**src/rtl/mhpt_pkg.sv**
```systemverilog
`default_nettype none
package mhpt_pkg;
  localparam int HEAP_DEPTH = 1024;
  localparam int KEY_WIDTH  = 32;
  localparam int IDX_W      = $clog2(HEAP_DEPTH);
  localparam int CNT_W      = IDX_W + 1;

  localparam logic [1:0] OP_INSERT = 2'd0;
  localparam logic [1:0] OP_DELETE = 2'd1;
  localparam logic [1:0] OP_SEARCH = 2'd2;

  localparam logic [1:0] ST_OK       = 2'd0;
  localparam logic [1:0] ST_NOT_FOUND = 2'd1;
  localparam logic [1:0] ST_EMPTY    = 2'd2;
  localparam logic [1:0] ST_FULL     = 2'd3;

  typedef logic [KEY_WIDTH-1:0] key_t;
  typedef logic [IDX_W-1:0]     idx_t;
  typedef logic [CNT_W-1:0]     cnt_t;

  typedef struct packed {
    logic we;
    idx_t waddr;
    key_t wdata;
    logic re;
    idx_t raddr;
  } mem_req_t;
endpackage
`default_nettype wire

```
**src/rtl/mhpt_ctrl.sv**
```systemverilog
`default_nettype none
module mhpt_ctrl (
  input  wire logic            clk,
  input  wire logic            rst_n,
  input  wire logic            start,
  input  wire logic [1:0]      op,
  input  wire mhpt_pkg::key_t  key,
  output logic                 busy,
  output logic                 done,
  output logic [1:0]           res_status,
  output mhpt_pkg::idx_t       res_index,
  output mhpt_pkg::cnt_t       res_count,
  output mhpt_pkg::key_t       res_top,
  output mhpt_pkg::mem_req_t   mreq,
  input  wire mhpt_pkg::key_t  rdata
);
  import mhpt_pkg::*;

  localparam logic [3:0] S_IDLE   = 4'd0;
  localparam logic [3:0] S_SCAN   = 4'd1;
  localparam logic [3:0] S_SCANW  = 4'd2;
  localparam logic [3:0] S_LASTW  = 4'd3;
  localparam logic [3:0] S_SUP_W  = 4'd4;
  localparam logic [3:0] S_SUP    = 4'd5;
  localparam logic [3:0] S_SDL_W  = 4'd6;
  localparam logic [3:0] S_SDR_W  = 4'd7;
  localparam logic [3:0] S_SDR    = 4'd8;
  localparam logic [3:0] S_TOP_W  = 4'd9;
  localparam logic [3:0] S_TOP    = 4'd10;
  localparam logic [3:0] S_DONE   = 4'd11;

  logic [3:0] state_r, state_nxt;
  cnt_t count_r, count_nxt;
  logic [1:0] op_r, op_nxt;
  key_t key_r, key_nxt;       // biased search key / value being sifted
  cnt_t pos_r, pos_nxt;       // current position (wide to hold count)
  key_t lval_r, lval_nxt;     // left child value
  logic [1:0] st_r, st_nxt;
  idx_t idx_r, idx_nxt;
  key_t top_r, top_nxt;
  logic did_down_r, did_down_nxt;

  localparam key_t SIGN = {1'b1, {(KEY_WIDTH-1){1'b0}}};

  cnt_t lch, rch, par;
  assign lch = cnt_t'({pos_r[CNT_W-2:0], 1'b1});
  assign rch = cnt_t'({pos_r[CNT_W-2:0], 1'b0}) + cnt_t'(2);
  assign par = (pos_r - cnt_t'(1)) >> 1;

  always_ff @(posedge clk) begin
    if (!rst_n) begin
      state_r <= S_IDLE;
      count_r <= '0;
    end else begin
      state_r <= state_nxt;
      count_r <= count_nxt;
    end
    op_r <= op_nxt; key_r <= key_nxt; pos_r <= pos_nxt; lval_r <= lval_nxt;
    st_r <= st_nxt; idx_r <= idx_nxt; top_r <= top_nxt;
    did_down_r <= did_down_nxt;
  end

  always_comb begin
    state_nxt = state_r; count_nxt = count_r; op_nxt = op_r; key_nxt = key_r;
    pos_nxt = pos_r; lval_nxt = lval_r; st_nxt = st_r; idx_nxt = idx_r;
    top_nxt = top_r; did_down_nxt = did_down_r;
    mreq = '0;
    case (state_r)
      S_IDLE: begin
        if (start) begin
          op_nxt = op;
          key_nxt = key ^ SIGN;
          st_nxt = ST_OK;
          idx_nxt = '0;
          pos_nxt = '0;
          did_down_nxt = 1'b0;
          if (op == OP_INSERT) begin
            if (count_r >= cnt_t'(HEAP_DEPTH)) begin
              st_nxt = ST_FULL;
              state_nxt = S_TOP_W;
            end else begin
              mreq.we = 1'b1;
              mreq.waddr = idx_t'(count_r);
              mreq.wdata = key ^ SIGN;
              pos_nxt = count_r;
              count_nxt = count_r + cnt_t'(1);
              state_nxt = S_SUP_W;
            end
          end else if (op == OP_DELETE || op == OP_SEARCH) begin
            if (count_r == '0) begin
              st_nxt = ST_EMPTY;
              state_nxt = S_TOP_W;
            end else begin
              mreq.re = 1'b1;
              mreq.raddr = '0;
              state_nxt = S_SCAN;
            end
          end else begin
            state_nxt = S_TOP_W;
          end
        end
      end
      S_SCAN: begin
        // rdata holds entry pos_r
        if (rdata == key_r) begin
          idx_nxt = idx_t'(pos_r);
          if (op_r == OP_SEARCH) begin
            state_nxt = S_TOP_W;
          end else begin
            count_nxt = count_r - cnt_t'(1);
            if (pos_r == count_r - cnt_t'(1)) begin
              state_nxt = S_TOP_W;
            end else begin
              mreq.re = 1'b1;
              mreq.raddr = idx_t'(count_r - cnt_t'(1));
              state_nxt = S_LASTW;
            end
          end
        end else if (pos_r + cnt_t'(1) >= count_r) begin
          st_nxt = ST_NOT_FOUND;
          state_nxt = S_TOP_W;
        end else begin
          pos_nxt = pos_r + cnt_t'(1);
          mreq.re = 1'b1;
          mreq.raddr = idx_t'(pos_r + cnt_t'(1));
        end
      end
      S_LASTW: begin
        // move last entry into the hole, then sift down
        key_nxt = rdata;
        mreq.we = 1'b1;
        mreq.waddr = idx_t'(pos_r);
        mreq.wdata = rdata;
        state_nxt = S_SDL_W;
      end
      S_SDL_W: begin
        if (lch >= count_r) begin
          state_nxt = S_SUP_W;
        end else begin
          mreq.re = 1'b1;
          mreq.raddr = idx_t'(lch);
          state_nxt = S_SDR_W;
        end
      end
      S_SDR_W: begin
        lval_nxt = rdata;
        if (rch < count_r) begin
          mreq.re = 1'b1;
          mreq.raddr = idx_t'(rch);
          state_nxt = S_SDR;
        end else if (key_r < rdata) begin
          mreq.we = 1'b1; mreq.waddr = idx_t'(pos_r); mreq.wdata = rdata;
          pos_nxt = lch; did_down_nxt = 1'b1;
          state_nxt = S_SDL_W;
        end else begin
          state_nxt = S_SUP_W;
        end
      end
      S_SDR: begin
        if (key_r < lval_r && !(lval_r < rdata)) begin
          mreq.we = 1'b1; mreq.waddr = idx_t'(pos_r); mreq.wdata = lval_r;
          pos_nxt = lch; did_down_nxt = 1'b1;
          state_nxt = S_SDL_W;
        end else if ((key_r < lval_r ? lval_r : key_r) < rdata) begin
          mreq.we = 1'b1; mreq.waddr = idx_t'(pos_r); mreq.wdata = rdata;
          pos_nxt = rch; did_down_nxt = 1'b1;
          state_nxt = S_SDL_W;
        end else begin
          state_nxt = S_SUP_W;
        end
      end
      S_SUP_W: begin
        // key_r sits at pos_r; moved down means no sift up needed
        if (pos_r == '0 || did_down_r) begin
          mreq.we = 1'b1; mreq.waddr = idx_t'(pos_r); mreq.wdata = key_r;
          state_nxt = S_TOP_W;
        end else begin
          mreq.re = 1'b1;
          mreq.raddr = idx_t'(par);
          state_nxt = S_SUP;
        end
      end
      S_SUP: begin
        if (rdata < key_r) begin
          mreq.we = 1'b1; mreq.waddr = idx_t'(pos_r); mreq.wdata = rdata;
          pos_nxt = par;
          state_nxt = S_SUP_W;
        end else begin
          mreq.we = 1'b1; mreq.waddr = idx_t'(pos_r); mreq.wdata = key_r;
          state_nxt = S_TOP_W;
        end
      end
      S_TOP_W: begin
        mreq.re = 1'b1;
        mreq.raddr = '0;
        state_nxt = S_TOP;
      end
      S_TOP: begin
        top_nxt = (count_r == '0) ? '0 : (rdata ^ SIGN);
        state_nxt = S_DONE;
      end
      S_DONE: begin
        state_nxt = S_IDLE;
      end
      default: state_nxt = S_IDLE;
    endcase
  end

  assign busy = (state_r != S_IDLE);
  assign done = (state_r == S_DONE);
  assign res_status = st_r;
  assign res_index = idx_r;
  assign res_count = count_r;
  assign res_top = top_r;
endmodule
`default_nettype wire

```
**config.mk**
```make
export PLATFORM = sky130hd
export DESIGN_NAME = mhpt_ctrl
export DESIGN_NICKNAME = d
export VERILOG_FILES = /design/src/rtl/mhpt_pkg.sv /design/src/rtl/mhpt_ctrl.sv
export SDC_FILE = /design/constraint.sdc
export NUM_CORES = 1
export LEC_CHECK = 0
export ABC_AREA = 1
export BUFFER_PORTS_ARGS = -buffer_cell sky130_fd_sc_hd__buf_2
export CAP_MARGIN = 20
export CORE_UTILIZATION = 63
export CTS_CLUSTER_SIZE = 20
export DETAILED_ROUTE_END_ITERATION = 7
export PLACE_DENSITY = 0.87
export SLEW_MARGIN = 15
export SYNTH_ARGS = -nofsm -noshare
export SYNTH_HDL_FRONTEND = slang
export SYNTH_SLANG_ARGS = --single-unit
```
**constraint.sdc**
```tcl
create_clock -name clk -period 13.85 [get_ports clk]
set_input_delay 0.6925 -clock clk [delete_from_list [all_inputs] [get_ports clk]]
set_output_delay 0.6925 -clock clk [all_outputs]
set_load 0.005 [all_outputs]
```
==> out/results.env <==
MAXIMUM_IR_DROP_ON_THE_VDD_RAIL_mV=0.1394
PATH_CLK_SLEW_PS=60
POWER.DENSITY_CELL_AREA_nW_PER_UM2=188.5
DR.MAX_LAYER_USED='met4'
GRT_PASS1_VIAS=12440
CTS_INSERTED_BUFFERS=17
IOPINCOUNT=180
SETUP-TNS-FINAL_PS=0
SYN_AVG_CELL_AREA_UM2=7.660
YOSYSUNIQUECELLTYPES=56
P_COMB_FRAC=0.558
INITIAL_UTILIZATION=0.6487
FINAL_NETS=1995
WORST-SETUP-PATH-TYPE='reg -> out'
NETLIST_AREA_UM2=12260
WORSTHOLDPATHTYPE='in -> reg'
FP.DIEW_UM=141.5
STD_CELL_ROWS=50
DRT_FIRST_ITER_VIOLATIONS=1596
FINALCLOCKSKEW_PS=10.02
ROUTEDWLPERCELL_UM=20.14
ROUTE.ANTENNA.REMAINING_NETS=0
DOMINANTREGCELLSYNTH='edfxtp_1'
POST_SYNTH_EDFFS=122
STATUS='completed'
DIE_H_UM=141.5
CAP_VIOLATIONS=0
PLACE.DETAILED.HPWL_MM=29.70
CTS_HTREE_LEVELS=4
GLOBALROUTE.TOTALOVERFLOW=0
WORSTPATHMAXFANOUT=63
FMAX_MHz=168.3
SETUP.WORST_PATH.END_CLASS='output pin'
CTS_NUM_SINKS=137
POSTCTSHOLDBUFS=0
POST_ROUTE_CELLS_DRIVE_ABOVE_1_SHARE=0.1503
SYNTHTOPCELLSBYAREA='edfxtp_1 30%, ha_1 17%, nand2_1 9.6%'
SYNTH.FF_LATCH_COUNT=137
MIN_PERIOD_OVER_PERIOD=0.4290
ROUTED-VIA-COUNT=12850
GRT_ANTENNA_BEFORE_REPAIR=0
LENGTH_OF_ROUTED_MET3_WIRING_MM=4.555
PLACE_CONGESTION=1.048
POST_DRT_VIA_CELL_RATIO=6.310
INSERTEDDIODECOUNT=0
FINAL-SETUP-VIOL-COUNT=0
POST_ROUTE_MINIMUM_PERIOD_PS=5942
WORSTSKEWPAIRLATENCY_PS=440
SYNTH_SEQUENTIAL_AREA_RATIO=0.3234
P_INT_mW=1.348
GRT_FIRST_PASS_WIRELENGTH_MM=63.80
ASYNC_RESET_FF_FRAC=0
SYN-NUM-NETS=1831
POST-SYNTH-TOP-AREA-CELL='edfxtp_1'
CTS_SETUP_BUFFERS=0
CTS_MAX_PATH_BUFFERS=2
CRITICAL_PATH_REQUIRED_PS=13160
SLEW-LIMIT-HEADROOM=0.2779
REMAINING_DRC_ERRORS=0
RSZ_0062_RAISED_AFTER_GLOBAL_ROUTING='false'
NETLIST_INSTANCES=1600
POWER.NET_SWITCHING_mW=1.288
LAYOUT-AREA-OVERHEAD-VS-SYNTH_PCT=14.07
FINAL_HOLD_VIOL_COUNT=0
NETLIST.AREA_LEADER.SHARE=0.2989
GR-USAGE-ALL-LAYERS=0.4148
POWER_SWITCHING_SHARE=0.4886
POWER.LEAKAGE_nW=6.900
POST_CTS_RESIZED=0
CORE_REGION_AREA_UM2=18890
PORTBUFFERS=179
FINALWIRELENGTH_MM=41.03
R2R_SLACK_PS=9030
CLOCK_TREE_FROM_TRITONCTS='done'
LAYOUT_COMMONEST_CELL='nand2_1'
WORST_SLEW_PIN_SLEW_PS=1080
CRITICAL_PATH.STARTPOINT_TYPE='flop'
DPL.CELL_COUNT=2003
TIMING.CRITICAL_PATH.ARRIVAL_PS=5250
CLOCK-ROOT-BUFFER='clkbuf_16'
LAYOUTNONFILLERINSTCOUNT=2037
GRT_START_MAX_NET_PINS=64
MET1WIRELENGTH_MM=15.02
LAYOUT.CELLS.MOST_COMMON_LIST='313 x nand2_1, 249 x inv_1, 179 x buf_2'
SEQUENTIALPOWERSHARE=0.267
ROUTE.MET2.WL_MM=18.57
DETAILEDROUTE.FIRSTPASSITERATIONCOUNT=7
POWER.SHARE.CLOCK=0.175
DIE-AREA_UM2=20020
YS_WARN_COUNT=0
FINAL_MAX_SLEW_VIOL_COUNT=0
-- worst max-delay path, cell delays in order (launching register included) --
cell and delay (ps):
edfxtp_1 480, ha_1 370, nand2_2 110, nor4_4 390
inv_2 60, nor2_2 90, nand2_2 110, nand2_4 470
o21ai_0 200, ha_1 350, nand4_1 160, nor4_1 580
inv_1 90, nor4_1 370, nand2_4 130, nand3_4 110
nand2_4 180, inv_1 200, nand4_1 160, buf_2 190
-- metal layers --
layer,up-vias,GRT usage
met5,-,0
met4,0,0.2745
met3,254,0.1036
met2,983,0.6714
met1,5779,0.4910
li1,5837,-
-- power by group through the flow --
stage / sequential, mW / clock (mW) / combinational (mW)
2_1_floorplan: 0.665 / 0 / 0.967
3_3_place_gp: 0.702 / 0 / 1.37
3_5_place_dp: 0.704 / 0 / 1.41
4_1_cts: 0.698 / 0.458 / 1.42
5_1_grt: 0.710 / 0.476 / 1.61
6_report: 0.705 / 0.460 / 1.47
-- logic make-up after synthesis --
logic type	synth area share
adder cells (fa/ha/maj)	0.1654
flip-flops	0.3234
buffers and inverters	0.09842
AO/OA/AOI/OAI	0.1745
XOR/XNOR	0.02001
AND/OR/NAND/NOR	0.2183
-- path summary, 6_finish.rpt --
kind                       end    startpoint  cells after the start
setup / recovery      mreq[53]     key_r[31]                     19
setup reg to reg      pos_r[7]     key_r[31]                     19
hold reg to reg   res_count[8]  res_count[8]                      2
hold / removal         op_r[0]         op[0]                      1
-- sequential cells by signal (all words and copies together), names as in the netlist --
signal / cells
res_top: 32
pos_r: 11
state_r: 4
key_r: 32
res_index: 10
did_down_r: 1
lval_r: 32
res_count: 11
res_status: 2
op_r: 2
-- per-stage QoR --
stage	hold WS, ps	worst slack (ps)	power, mW	area (um2)	util
after floorplan	584.7	9492	1.632	12260	-
after global placement	614.2	8689	2.073	13370	0.7076
after detailed placement	642.0	8583	2.112	13370	0.7076
after CTS	444.4	8073	2.577	13950	0.7383
after global routing	432.7	7647	2.795	13980	0.7399
final	449.2	7908	2.636	13980	0.7399
-- final cells by class --
cell class	instances	area, um2
multi-input cells	1152	7113
fillers	1463	4913
flip-flops and latches	137	3964
repair buffers	191	1002
inverters	265	994.7
clock buffers	18	429.2
well taps	260	325.3
clock inverters	14	151.4
-- cells in the mapped netlist (all sizes together) (2+ instances only) --
master / count
nand3: 54
edfxtp: 122
ha: 162
xnor2: 2
o221ai: 28
a31oi: 5
o21a: 3
nand4: 18
nand2: 320
o2111ai: 4
o21ai: 107
or2: 2
dfxtp: 15
nor2: 171
a311oi: 3
a221o: 2
o22ai: 29
o21bai: 8
buf: 11
a2111oi: 7
clkbuf: 35
xor2: 26
a21oi: 108
a211oi: 18
a221oi: 12
nor4b: 2
inv: 258
nor3: 31
nor4: 10
clkinv: 7
o211ai: 10
a21o: 2
(Power assumes the default switching activity.)
